===== src/hdl/olsp_pkg.sv =====
// Shared types, codes and defaults for the oximeter line sample parser.
// Used by olsp_front, olsp_back, the top level and the checker; depends on nothing.
package olsp_pkg;

   localparam int MAX_SAMPLES_DEFAULT = 1024;
   localparam int LINE_BYTES_DEFAULT  = 64;
   localparam int QUEUE_DEPTH_DEFAULT = 4;

   localparam int TIME_WIDTH  = 20;
   localparam int VALUE_WIDTH = 32;
   localparam int INDEX_WIDTH = 10;
   localparam int KIND_WIDTH  = 3;

   localparam logic [TIME_WIDTH-1:0] MIN_DURATION_RESET = 20'd16000;

   localparam logic [KIND_WIDTH-1:0] KIND_STORED       = 3'd0;
   localparam logic [KIND_WIDTH-1:0] KIND_RESET        = 3'd1;
   localparam logic [KIND_WIDTH-1:0] KIND_DROP_IGNORED = 3'd2;
   localparam logic [KIND_WIDTH-1:0] KIND_NOT_SAMPLE   = 3'd3;
   localparam logic [KIND_WIDTH-1:0] KIND_FULL         = 3'd4;

   localparam logic [7:0] CHAR_LF    = 8'h0A;
   localparam logic [7:0] CHAR_CR    = 8'h0D;
   localparam logic [7:0] CHAR_SPACE = 8'h20;
   localparam logic [7:0] CHAR_TAB   = 8'h09;
   localparam logic [7:0] CHAR_VT    = 8'h0B;
   localparam logic [7:0] CHAR_FF    = 8'h0C;
   localparam logic [7:0] CHAR_PLUS  = 8'h2B;
   localparam logic [7:0] CHAR_MINUS = 8'h2D;
   localparam logic [7:0] CHAR_ZERO  = 8'h30;
   localparam logic [7:0] CHAR_NINE  = 8'h39;
   localparam logic [7:0] CHAR_NUL   = 8'h00;

   localparam logic [7:0] PREFIX_0 = 8'h55;
   localparam logic [7:0] PREFIX_1 = 8'h31;
   localparam logic [7:0] PREFIX_2 = 8'h3A;

   typedef struct packed {
      logic                  cmd;
      logic [7:0]            rx_byte;
      logic [TIME_WIDTH-1:0] elapsed_ms;
   } req_item_type;

   typedef struct packed {
      logic [KIND_WIDTH-1:0]         line_kind;
      logic signed [VALUE_WIDTH-1:0] sample_value;
      logic [INDEX_WIDTH-1:0]        sample_index;
      logic [TIME_WIDTH-1:0]         timestamp_ms;
   } rsp_item_type;

   typedef struct packed {
      logic                  cmd;
      logic                  term;
      logic                  nul;
      logic                  blank;
      logic                  plus;
      logic                  minus;
      logic                  digit;
      logic [3:0]            digit_value;
      logic [2:0]            prefix_match;
      logic [TIME_WIDTH-1:0] elapsed_ms;
   } class_item_type;

endpackage


===== src/hdl/olsp_fifo.sv =====
// Short first-in first-out queue of packed words.
// Generic; depends on nothing.
module olsp_fifo #(
   parameter int WIDTH = 8,
   parameter int DEPTH = 4
) (
   input  logic             clock,
   input  logic             reset,
   input  logic             push,
   output logic             full,
   input  logic [WIDTH-1:0] wdata,
   input  logic             pop,
   output logic             empty,
   output logic [WIDTH-1:0] rdata
);

   localparam int AW = (DEPTH > 1) ? $clog2(DEPTH) : 1;
   localparam int CW = $clog2(DEPTH + 1);

   logic [WIDTH-1:0] mem_ff [DEPTH];
   logic [AW-1:0]    wr_ptr_ff, wr_ptr_in;
   logic [AW-1:0]    rd_ptr_ff, rd_ptr_in;
   logic [CW-1:0]    count_ff, count_in;
   logic             do_push, do_pop;

   assign full    = (count_ff == CW'(DEPTH));
   assign empty   = (count_ff == '0);
   assign do_push = push && !full;
   assign do_pop  = pop && !empty;
   assign rdata   = mem_ff[rd_ptr_ff];

   always_comb begin
      wr_ptr_in = wr_ptr_ff;
      rd_ptr_in = rd_ptr_ff;
      count_in  = count_ff;
      if (do_push) begin
         wr_ptr_in = (wr_ptr_ff == AW'(DEPTH - 1)) ? '0 : wr_ptr_ff + 1'b1;
      end
      if (do_pop) begin
         rd_ptr_in = (rd_ptr_ff == AW'(DEPTH - 1)) ? '0 : rd_ptr_ff + 1'b1;
      end
      if (do_push && !do_pop) begin
         count_in = count_ff + 1'b1;
      end else if (do_pop && !do_push) begin
         count_in = count_ff - 1'b1;
      end
   end

   always_ff @(posedge clock) begin
      if (reset) begin
         wr_ptr_ff <= '0;
         rd_ptr_ff <= '0;
         count_ff  <= '0;
      end else begin
         wr_ptr_ff <= wr_ptr_in;
         rd_ptr_ff <= rd_ptr_in;
         count_ff  <= count_in;
      end
   end

   always_ff @(posedge clock) begin
      if (do_push) begin
         mem_ff[wr_ptr_ff] <= wdata;
      end
   end

endmodule


===== src/hdl/olsp_front.sv =====
// Front end: classifies each received byte for the line parser.
// Depends on olsp_pkg.
module olsp_front (
   input  olsp_pkg::req_item_type   req_item,
   output olsp_pkg::class_item_type class_item
);

   logic [7:0] c;

   assign c = req_item.rx_byte;

   always_comb begin
      class_item.cmd   = req_item.cmd;
      class_item.term  = (c == olsp_pkg::CHAR_LF) || (c == olsp_pkg::CHAR_CR);
      class_item.nul   = (c == olsp_pkg::CHAR_NUL);
      class_item.blank = (c == olsp_pkg::CHAR_SPACE) || (c == olsp_pkg::CHAR_TAB) ||
                         (c == olsp_pkg::CHAR_VT) || (c == olsp_pkg::CHAR_FF);
      class_item.plus  = (c == olsp_pkg::CHAR_PLUS);
      class_item.minus = (c == olsp_pkg::CHAR_MINUS);
      class_item.digit = (c >= olsp_pkg::CHAR_ZERO) && (c <= olsp_pkg::CHAR_NINE);
      class_item.digit_value     = c[3:0];
      class_item.prefix_match[0] = (c == olsp_pkg::PREFIX_0);
      class_item.prefix_match[1] = (c == olsp_pkg::PREFIX_1);
      class_item.prefix_match[2] = (c == olsp_pkg::PREFIX_2);
      class_item.elapsed_ms      = req_item.elapsed_ms;
   end

endmodule


===== src/hdl/olsp_back.sv =====
// Back end: line state, atol-style number accumulation and sample decision.
// Holds the duration register. Depends on olsp_pkg.
module olsp_back #(
   parameter int MAX_SAMPLES = olsp_pkg::MAX_SAMPLES_DEFAULT,
   parameter int LINE_BYTES  = olsp_pkg::LINE_BYTES_DEFAULT
) (
   input  logic                            clock,
   input  logic                            reset,
   input  logic                            q_empty,
   input  olsp_pkg::class_item_type        q_item,
   output logic                            q_pop,
   input  logic                            out_full,
   output logic                            out_push,
   output olsp_pkg::rsp_item_type          out_item,
   input  logic                            csr_valid,
   input  logic [olsp_pkg::TIME_WIDTH-1:0] csr_data
);

   localparam int LW = $clog2(LINE_BYTES);
   localparam int CW = $clog2(MAX_SAMPLES + 1);
   localparam logic [31:0] MAG_LIMIT = 32'h8000_0000;
   localparam logic [31:0] POS_MAX   = 32'h7FFF_FFFF;

   typedef enum logic [1:0] {
      PH_SKIP   = 2'd0,
      PH_SIGN   = 2'd1,
      PH_DIGITS = 2'd2,
      PH_DONE   = 2'd3
   } phase_type;

   logic [olsp_pkg::TIME_WIDTH-1:0] min_dur_ff;
   logic [LW-1:0] line_len_ff, line_len_in;
   logic [1:0]    progress_ff, progress_in;
   logic          failed_ff, failed_in;
   phase_type     phase_ff, phase_in;
   logic          neg_ff, neg_in;
   logic [31:0]   mag_ff, mag_in;
   logic [1:0]    tail_ff, tail_in;
   logic          ended_ff, ended_in;
   logic [CW-1:0] count_ff, count_in;

   logic          fire;
   logic [35:0]   mag_next;
   logic [31:0]   value;
   logic          clear;

   assign fire  = !q_empty && !out_full;
   assign q_pop = fire;

   assign mag_next = ({4'd0, mag_ff} << 3) + ({4'd0, mag_ff} << 1) +
                     {32'd0, q_item.digit_value};

   always_comb begin
      if (neg_ff) begin
         value = (mag_ff >= MAG_LIMIT) ? MAG_LIMIT : (32'd0 - mag_ff);
      end else begin
         value = (mag_ff >= MAG_LIMIT) ? POS_MAX : mag_ff;
      end
   end

   always_comb begin
      line_len_in = line_len_ff;
      progress_in = progress_ff;
      failed_in   = failed_ff;
      phase_in    = phase_ff;
      neg_in      = neg_ff;
      mag_in      = mag_ff;
      tail_in     = tail_ff;
      ended_in    = ended_ff;
      count_in    = count_ff;
      clear       = 1'b0;
      out_push    = 1'b0;
      out_item.line_kind    = olsp_pkg::KIND_NOT_SAMPLE;
      out_item.sample_value = '0;
      out_item.sample_index = '0;
      out_item.timestamp_ms = q_item.elapsed_ms;

      if (fire) begin
         if (q_item.cmd) begin
            count_in = '0;
            clear    = 1'b1;
         end else if (!q_item.term) begin
            if (line_len_ff < LW'(LINE_BYTES - 1)) begin
               line_len_in = line_len_ff + 1'b1;
               if (progress_ff != 2'd3) begin
                  if (!q_item.prefix_match[progress_ff]) begin
                     failed_in = 1'b1;
                  end
                  progress_in = progress_ff + 1'b1;
               end else if (!failed_ff && !ended_ff) begin
                  if (q_item.nul) begin
                     ended_in = 1'b1;
                  end else begin
                     if (tail_ff != 2'd3) begin
                        tail_in = tail_ff + 1'b1;
                     end
                     if (phase_ff == PH_SKIP && q_item.blank) begin
                        phase_in = PH_SKIP;
                     end else if (phase_ff == PH_SKIP && q_item.plus) begin
                        phase_in = PH_SIGN;
                     end else if (phase_ff == PH_SKIP && q_item.minus) begin
                        neg_in   = 1'b1;
                        phase_in = PH_SIGN;
                     end else if (phase_ff != PH_DONE && q_item.digit) begin
                        mag_in   = (mag_next > {4'd0, MAG_LIMIT}) ? MAG_LIMIT
                                                                   : mag_next[31:0];
                        phase_in = PH_DIGITS;
                     end else begin
                        phase_in = PH_DONE;
                     end
                  end
               end
            end
         end else if (line_len_ff != '0) begin
            out_push = 1'b1;
            clear    = 1'b1;
            if (failed_ff || progress_ff != 2'd3) begin
               out_item.line_kind = olsp_pkg::KIND_NOT_SAMPLE;
            end else begin
               out_item.sample_value = $signed(value);
               if (value == '0 && tail_ff != 2'd3) begin
                  if (q_item.elapsed_ms >= min_dur_ff) begin
                     out_item.line_kind = olsp_pkg::KIND_DROP_IGNORED;
                  end else begin
                     out_item.line_kind = olsp_pkg::KIND_RESET;
                     count_in           = '0;
                  end
               end else if (count_ff < CW'(MAX_SAMPLES)) begin
                  out_item.line_kind    = olsp_pkg::KIND_STORED;
                  out_item.sample_index = olsp_pkg::INDEX_WIDTH'(count_ff);
                  count_in              = count_ff + 1'b1;
               end else begin
                  out_item.line_kind = olsp_pkg::KIND_FULL;
               end
            end
         end
      end

      if (clear) begin
         line_len_in = '0;
         progress_in = '0;
         failed_in   = 1'b0;
         phase_in    = PH_SKIP;
         neg_in      = 1'b0;
         mag_in      = '0;
         tail_in     = '0;
         ended_in    = 1'b0;
      end
   end

   always_ff @(posedge clock) begin
      if (reset) begin
         min_dur_ff  <= olsp_pkg::MIN_DURATION_RESET;
         line_len_ff <= '0;
         progress_ff <= '0;
         failed_ff   <= 1'b0;
         phase_ff    <= PH_SKIP;
         neg_ff      <= 1'b0;
         mag_ff      <= '0;
         tail_ff     <= '0;
         ended_ff    <= 1'b0;
         count_ff    <= '0;
      end else begin
         if (csr_valid) begin
            min_dur_ff <= csr_data;
         end
         line_len_ff <= line_len_in;
         progress_ff <= progress_in;
         failed_ff   <= failed_in;
         phase_ff    <= phase_in;
         neg_ff      <= neg_in;
         mag_ff      <= mag_in;
         tail_ff     <= tail_in;
         ended_ff    <= ended_in;
         count_ff    <= count_in;
      end
   end

endmodule


===== src/hdl/oximeter_line_sample_parser_top.sv =====
// Oximeter line sample parser: takes one serial byte per cycle while req_full is low,
// frames lines on CR or LF, parses "U1:" sample lines and reports one result per completed
// non-empty line. The front end classifies each byte into a short queue; the back end pops
// the queue, updates the line state for each byte and writes results into an output queue,
// which drives the result ports. Sustained rate is one byte per cycle while neither queue is
// full; the multiply-by-ten accumulate in the back end uses shifts and adds. The duration
// register port is always ready. No clearing pass is needed after reset.
// Depends on olsp_pkg, olsp_front, olsp_fifo and olsp_back.
module oximeter_line_sample_parser_top #(
   parameter int MAX_SAMPLES = olsp_pkg::MAX_SAMPLES_DEFAULT,
   parameter int LINE_BYTES  = olsp_pkg::LINE_BYTES_DEFAULT,
   parameter int QUEUE_DEPTH = olsp_pkg::QUEUE_DEPTH_DEFAULT
) (
   input  logic                            clock,
   input  logic                            reset,
   input  logic                            req_push,
   output logic                            req_full,
   input  olsp_pkg::req_item_type          req_item,
   output logic                            rsp_empty,
   input  logic                            rsp_pop,
   output olsp_pkg::rsp_item_type          rsp_item,
   input  logic                            csr_valid,
   output logic                            csr_ready,
   input  logic [olsp_pkg::TIME_WIDTH-1:0] csr_data
);

   localparam int CLASS_W = $bits(olsp_pkg::class_item_type);
   localparam int RSP_W   = $bits(olsp_pkg::rsp_item_type);

   olsp_pkg::class_item_type class_item, q_item;
   olsp_pkg::rsp_item_type   back_item;
   logic q_empty, q_pop, out_full, out_push;

   assign csr_ready = 1'b1;

   olsp_front u_front (
      .req_item   (req_item),
      .class_item (class_item)
   );

   olsp_fifo #(
      .WIDTH (CLASS_W),
      .DEPTH (QUEUE_DEPTH)
   ) u_class_queue (
      .clock (clock),
      .reset (reset),
      .push  (req_push),
      .full  (req_full),
      .wdata (class_item),
      .pop   (q_pop),
      .empty (q_empty),
      .rdata (q_item)
   );

   olsp_back #(
      .MAX_SAMPLES (MAX_SAMPLES),
      .LINE_BYTES  (LINE_BYTES)
   ) u_back (
      .clock     (clock),
      .reset     (reset),
      .q_empty   (q_empty),
      .q_item    (q_item),
      .q_pop     (q_pop),
      .out_full  (out_full),
      .out_push  (out_push),
      .out_item  (back_item),
      .csr_valid (csr_valid && csr_ready),
      .csr_data  (csr_data)
   );

   olsp_fifo #(
      .WIDTH (RSP_W),
      .DEPTH (QUEUE_DEPTH)
   ) u_rsp_queue (
      .clock (clock),
      .reset (reset),
      .push  (out_push),
      .full  (out_full),
      .wdata (back_item),
      .pop   (rsp_pop),
      .empty (rsp_empty),
      .rdata (rsp_item)
   );

endmodule


===== config.mk =====
export PLATFORM = sky130hd
export DESIGN_NAME = oximeter_line_sample_parser_top
export DESIGN_NICKNAME = d
export VERILOG_FILES = /design/src/hdl/olsp_pkg.sv /design/src/hdl/olsp_fifo.sv /design/src/hdl/olsp_front.sv /design/src/hdl/olsp_back.sv /design/src/hdl/oximeter_line_sample_parser_top.sv
export SDC_FILE = /design/constraint.sdc
export NUM_CORES = 1
export LEC_CHECK = 0
export ABC_CLOCK_PERIOD_IN_PS = 7120
export BUFFER_PORTS_ARGS = -buffer_cell sky130_fd_sc_hd__buf_2
export CORE_ASPECT_RATIO = 0.8
export CORE_MARGIN = 3
export CORE_UTILIZATION = 40
export DETAILED_ROUTE_END_ITERATION = 10
export MAX_ROUTING_LAYER = met4
export PLACE_DENSITY = 0.64
export SETUP_SLACK_MARGIN = 0.15
export SLEW_MARGIN = 25
export SYNTH_ARGS = -nofsm -noshare
export SYNTH_HDL_FRONTEND = slang
export SYNTH_SLANG_ARGS = --single-unit

===== constraint.sdc =====
create_clock -name clock -period 7.12 [get_ports clock]
set_clock_uncertainty 0.1 [all_clocks]
set_input_delay 0.712 -clock clock [delete_from_list [all_inputs] [get_ports clock]]
set_output_delay 0.712 -clock clock [all_outputs]
set_load 0.02 [all_outputs]

# == After elaboration in Yosys (flattened, before gate mapping) ==
# Memories as Yosys holds them, arrays and structs flattened. A register that Yosys moved wholly into a read port is not among the register bits.
# Cells that the tools add are included.
# Widths: inputs -> output; s select.
# totals
mem_count,2
elab_cells,173
ff_bits,92
ram_bits,396
# op_classes
n_bitwise,8
eq_ne,22
mux,50
order_cmp,8
add_sub_neg,15
reduce_logical,52
# memory_table
memory,words,word_bits,rd,rd_ports_with_merged_regs,write_ports,line,rtl
u_rsp_queue.mem_ff,4,65,1,1,1,olsp_fifo.sv:20,logic [WIDTH-1:0] mem_ff [DEPTH];
u_class_queue.mem_ff,4,34,1,1,1,olsp_fifo.sv:20,
# op_table
cell,n
$mux 45,4
$mux 32,4
$mux 11,7
$mux 42,1
$eq 8x4->1 const B,5
$eq 8x6->1 const B,5
$add 35x33->36,1
$add 36x4->36,1
$gt 36x32->1 const B,1
$ge 32x32->1 const B,1
$logic_not 32->1,1
$sub 1x32->32 const A,1
$mux 2,12
$mux 3,7
$ge 20x20->1,1
$mux 10,2
$logic_and 1x1->1,16
$reduce_and 7->1,2
$add 2x1->2 const B,6
$mux 1,12
$reduce_and 6->1,2
$add 11x1->11 const B,1
$lt 11x11->1 const B,1
$reduce_and 11->1,1
other kinds (27),60

# == Logic depth before layout (Yosys ltp) ==
# logic_depth
depth_word,11
mapped_depth,17
ltp_nobuf,14

# == By module ==
# From an unflattened synthesis, not the netlist that was laid out.
# hier_totals
cells_unflattened,1726
hier_area_um2,23412.5
# by_module_without_submodules
mod,seq_area_each_um2,cells_per_inst,n_inst,area_each_um2
olsp_fifo at u_rsp_queue,7987.7,389,1,9877.0
olsp_back,1561.5,1053,1,7771.2
olsp_fifo at u_class_queue,4264.1,228,1,5397.7
olsp_front,0.0,54,1,355.3
oximeter_line_sample_parser_top,0.0,2,1,11.3

# == Worst setup path before layout ==
# Ideal clock, no wire load.
# synth_path
path_type,reg-to-reg
startpoint,register (tool-made name)
endpoint,register u_back.mag_ff[0]
path_buffers,4
synth_period_minus_slack_ns,5.115
path_stages_with_launch,18
arrival_ns,4.954
setup_slack_ns,2.005
path_cell_list,dfxtp_1 -> buf_4 -> buf_1 -> buf_1 -> mux4_2 -> ha_1 -> ha_1 -> inv_1 -> fa_1 -> nand2b_1 -> a21oi_1 -> o2111ai_1 -> nor4bb_1 -> o41a_1 -> xnor2_1 -> nor4_2 -> buf_2 -> a32o_1
# synth_lines
item,line,rtl
"end signal, assigned",olsp_back.sv:172,mag_ff <= mag_in;
"end, declared",olsp_back.sv:37,"logic [31:0] mag_ff, mag_in;"

==> run summary <==
The number of slew-limit violations in the final report was 0; the sink count of the clock tree was 492. Prevailing post-synth register cell: edfxtp_1. 122 I/O pins were placed. Startpoint of the most critical hold path: req_item[12]. The run gives 0 as the hold violation total from the final report. Counting stages on the worst path, the most repeated cell is fa_1.

The total wire length is 51.74 mm. When the netlist entered floorplanning its net count stood at 1771. TritonCTS built the clock tree.

The aggregate global-route resource usage is 17.68%. Setup slack on the worst reg-to-reg path comes out at 2.45 ns. Synthesis handed over a netlist of 1612 instances. Clock tree synthesis selected as its root buffer the cell clkbuf_16. The synthesized netlist occupies a cell area of 22730 um2.

Summing the sequential cell areas from Yosys gives 60.77% of the chip area. Including well taps, the total number of placed cells is 2425. For the worst flop-to-flop path, the logic depth is 13.

The tools report the arrival time of data at the critical path endpoint as 5.07 ns. The portion of synthesized area spent on multiplexers is 11.05%. Combinational logic burns 20.6% of the power. After the first detailed-routing iteration, the DRC count stood at 1441.

Of all flip-flops after synthesis, the portion carrying an async set or reset was 0%. The run gives 8368 um2 as the combined area of the multi-input logic cells. Setup violations remaining at the end of the flow were counted as 0. The finished cells cover 25580 um2. In this run the critical register-to-register path is captured at u_back.mag_ff[18]. Routability congestion estimate: 0.9029. The tools report the leakage power summed over all cells as 9.177 nW. The flow ran to the end, and the final reports show no timing, DRC or antenna violations. The run gives 0 as the hold buffer count at cts. Of the total synthesized cell area, the portion taken by full adders, half adders and majority gates is 5.912%. The logs give 2 for the number of antenna violations at the first check in global routing and 44 for the largest net degree at the start of global routing. The core region is 55690 um2. STA classifies the critical path startpoint as a flop. The H-tree was split into 2 levels.

The share of layout cells above drive strength 1 is 19.41%, and the total number of vias is 14070. The die area is 59740 um2, and the delay of the slowest cell on the worst path is 0.62 ns. The worst-case IR drop observed on VDD is 181.6 uV. The insertion delay of the later-clocked pin in the worst-skew pair came out at 0.57 ns. Of the total synthesized cell area, the portion taken by XOR and XNOR cells is 1.811%.

The total power is 7.329 mW. The clock-pin slew on the worst setup and hold paths was 0.06 ns; the simple-gate portion of the synthesized area was 9.771%. The critical path's slowest cell was dfxtp_2.

The first-pass iteration count of the detailed router is 7. The die is 272.5 um wide. The detailed-route vias per instance came out at 5.600. The count of cells resized by post-cts repair was 0. For the pin with the worst max-slew slack, the measured transition is 0.9116 ns. The placed instances occupy a cell area of 24090 um2.

In this run the number of cells on the critical path is 13. The share of total power dissipated in the clock network is 32.8%. The post-synthesis cell type count is 89.

The number of placement rows is 77, and the buffer depth of the longest clock path is 3. Post-synthesis sequential element count: 492. For this design the ratio of total power to cell area is 286.5 nW/um2.

The synthesis-to-layout area growth was 12.55%. The worst hold path terminates at u_class_queue.mem_ff[0][12]. The number of setup buffers added after CTS came out at 0.

The family with the most delay on the worst path was compound AO/OA/AOI/OAI gates. The run gives 1884 as the final-stage net count. After synthesis, the largest family of logic cells by area is multiplexers. STA puts the critical path data required time at 7.52 ns. Setup repair after global routing left no endpoint under its margin. The die height works out to 219.2 um. The internal power of the cells totals 5.307 mW. The synthesized-area fraction occupied by ao, oa, aoi and oai cells came out at 8.186%. The worst-case headroom to the max-slew limit is 39.00%.

The min-delay analysis places its worst path in the category input port to flop. The starting utilization of the core area was 40.82%. CTS buffer count: 48. The critical path goes through mux4_2 > inv_1 > fa_1 > fa_1 > nand2b_1 > a21oi_1 > o2111ai_1 > nor4bb_1 > o41a_1 > xnor2_1 > nor4_4 > buf_4 > a32o_1.

During placement, the flow inserted port buffers numbering 120. The tools report the global-route wire length before repair as 80.32 mm. The count of nets left with antenna violations once routing finished came out at 0. The final HPWL from detailed placement is 35.03 mm, and the post-layout minimum cycle time is 4.672 ns.

The tools report the type of destination of the critical path as a flop. The number of cells traversed by the worst hold path is 1, and the number of warnings printed during yosys synthesis is 0. The mean post-synth cell area works out to 14.10 um2. Final hold analysis gives a worst-case slack of 0.2608 ns.

The switching power share of the total came out at 27.59%. The worst setup path is of the flop to flop kind. For this run, design rule violations remaining after detail routing come to 0. The number of enable-type register cells in the synthesized netlist works out to 396. The finished layout holds 2513 standard cells, fillers aside. Counting the fill cells in the layout gives 4911. In the finished design, the share of the clock period the worst path needs comes to 65.62%. The critical path buffer and inverter count was 2; the detail-routed net length per standard cell was 20.59 um. Setup total negative slack on the finished layout was measured at 0 ns. The share of total power dissipated in sequential elements is 46.5%. Global routing finished with a remaining overflow of 0. For the switching power of the nets, the log shows 2.022 mW.

Across the run, the number of max-cap violations was 0. Along the worst path, the maximum fanout reaches 22. For the number of global-route vias before repair, the log shows 13780. For this run, the top clock speed supported by timing is 214.0 MHz. Across the whole layout, storage elements account for 13820 um2.
worst max path at each step:
| stage | startpoint | to |
|---|---|---|
| floorplan | flop | u_back.mag_ff[0] |
| global placement | flop | u_back.mag_ff[2] |
| detailed placement | flop | u_back.mag_ff[18] |
| CTS | flop | u_back.mag_ff[18] |
| global route | flop | u_back.mag_ff[17] |
| finish | flop | u_back.mag_ff[18] |
per-layer routing:
layer | up-vias | part of all wire, % | track usage [%]
met5 | - | 0 | -
met4 | 0 | 1.8 | 4.255
met3 | 74 | 5.6 | 2.208
met2 | 431 | 44 | 25.75
met1 | 7043 | 48 | 26.41
li1 | 6525 | - | -
stage by stage:
stage / utilization, % / worst slack, ns
final: 45.94 / 2.448
after global routing: 45.94 / 2.137
after CTS: 45.93 / 2.458
after detailed placement: 43.25 / 2.488
after global placement: 43.25 / 2.572
after floorplan: - / 2.005
worst register-to-register path, delay by kind of cell, from the launching register on:
kind / cells / cell delay (ns)
AO/OA/AOI/OAI: 4 / 1.18
XOR/XNOR: 1 / 0.18
adder cells (fa/ha/maj): 2 / 0.91
buffers and inverters: 2 / 0.39
flip-flops: 1 / 0.62
multiplexers: 1 / 0.57
AND/OR/NAND/NOR: 3 / 0.66
logic make-up after synthesis:
logic type / Yosys count
AOI/OAI and AO/OA: 265
DFF: 492
adders and majority gates: 105
muxes: 127
xor gates and xnor gates: 47
other: 1
and+or+nand+nor: 440
buffers and inverters: 135
power groups by stage:
stage | combinational, mW | clock [mW] | sequential [mW]
after floorplan | 1.10 | 0 | 3.40
after global placement | 1.49 | 0 | 3.47
after detailed placement | 1.53 | 0 | 3.47
after CTS | 1.53 | 2.47 | 3.41
after global routing | 1.64 | 2.59 | 3.43
final | 1.51 | 2.41 | 3.41
cell type report:
cell class | count | share of cell area, %
sequential | 492 | 54.02
multi-input combinational | 985 | 32.71
clock buffer | 67 | 5.214
tap | 750 | 3.668
timing repair buffer | 138 | 2.876
inverter | 60 | 0.8804
clock inverter | 20 | 0.6163
antenna | 1 | 0.009782
synthesized netlist by cell type (12+ instances only):
cell type,count,area (um2)
edfxtp_1,396,11890
nor2_1,139,521.8
ha_1,101,1264
mux4_2,99,2230
dfxtp_1,96,1922
nand2_1,94,352.8
a21oi_1,63,315.3
inv_1,59,221.5
clkbuf_1,49,183.9
o21ai_0,48,240.2
nand3_1,29,145.1
nor3_1,29,145.1
mux2i_1,27,270.3
xnor2_1,27,236.5
a32o_1,23,230.2
and2_1,22,137.6
nor4_1,20,125.1
xor2_1,20,175.2
nand2b_1,16,100.1
a21o_1,15,112.6
a31oi_1,15,93.84
nand4_1,15,93.84
buf_1,14,52.55
and3_1,12,75.07
layout by cell type, fill, tap and decap left out, types with 6 or more instances in the layout:
master,synthesis,routed
buf_4,5,18
nor3_1,29,29
nand3_1,29,29
or3_1,9,9
o21ai_0,48,48
a21o_1,15,15
nor4_1,20,20
a211oi_1,11,11
and2_1,22,18
edfxtp_1,396,396
xnor2_1,27,27
nor2_1,139,138
inv_1,59,59
a21oi_1,63,63
nand2_1,94,94
o31ai_1,10,10
nor2b_1,9,9
a31oi_1,15,15
o221ai_1,9,9
a32o_1,23,23
dfxtp_1,96,93
clkbuf_16,0,49
xor2_1,20,20
or2_2,6,6
clkinv_1,1,6
mux2i_1,27,27
clkinv_2,0,8
and3_1,12,12
buf_2,2,120
clkbuf_1,49,14
ha_1,101,101
o211ai_1,11,11
mux4_2,99,99
nand4_1,15,15
nand2b_1,16,16
state kept, by name, indices dropped and copies added, names as in the netlist, named ones only:
signal	cells
u_back.neg_ff	1
u_back.failed_ff	1
u_back.phase_ff	2
u_back.progress_ff	2
u_rsp_queue.mem_ff	260
u_back.count_ff	11
u_rsp_queue.wr_ptr_ff	2
u_back.min_dur_ff	20
u_class_queue.mem_ff	136
u_rsp_queue.rd_ptr_ff	2
u_back.line_len_ff	6
u_rsp_queue.count_ff	3
u_back.mag_ff	32
u_back.tail_ff	2
u_class_queue.wr_ptr_ff	2
u_back.ended_ff	1
u_class_queue.count_ff	3
u_class_queue.rd_ptr_ff	2
No activity file was read; power rests on OpenSTA's default activity.
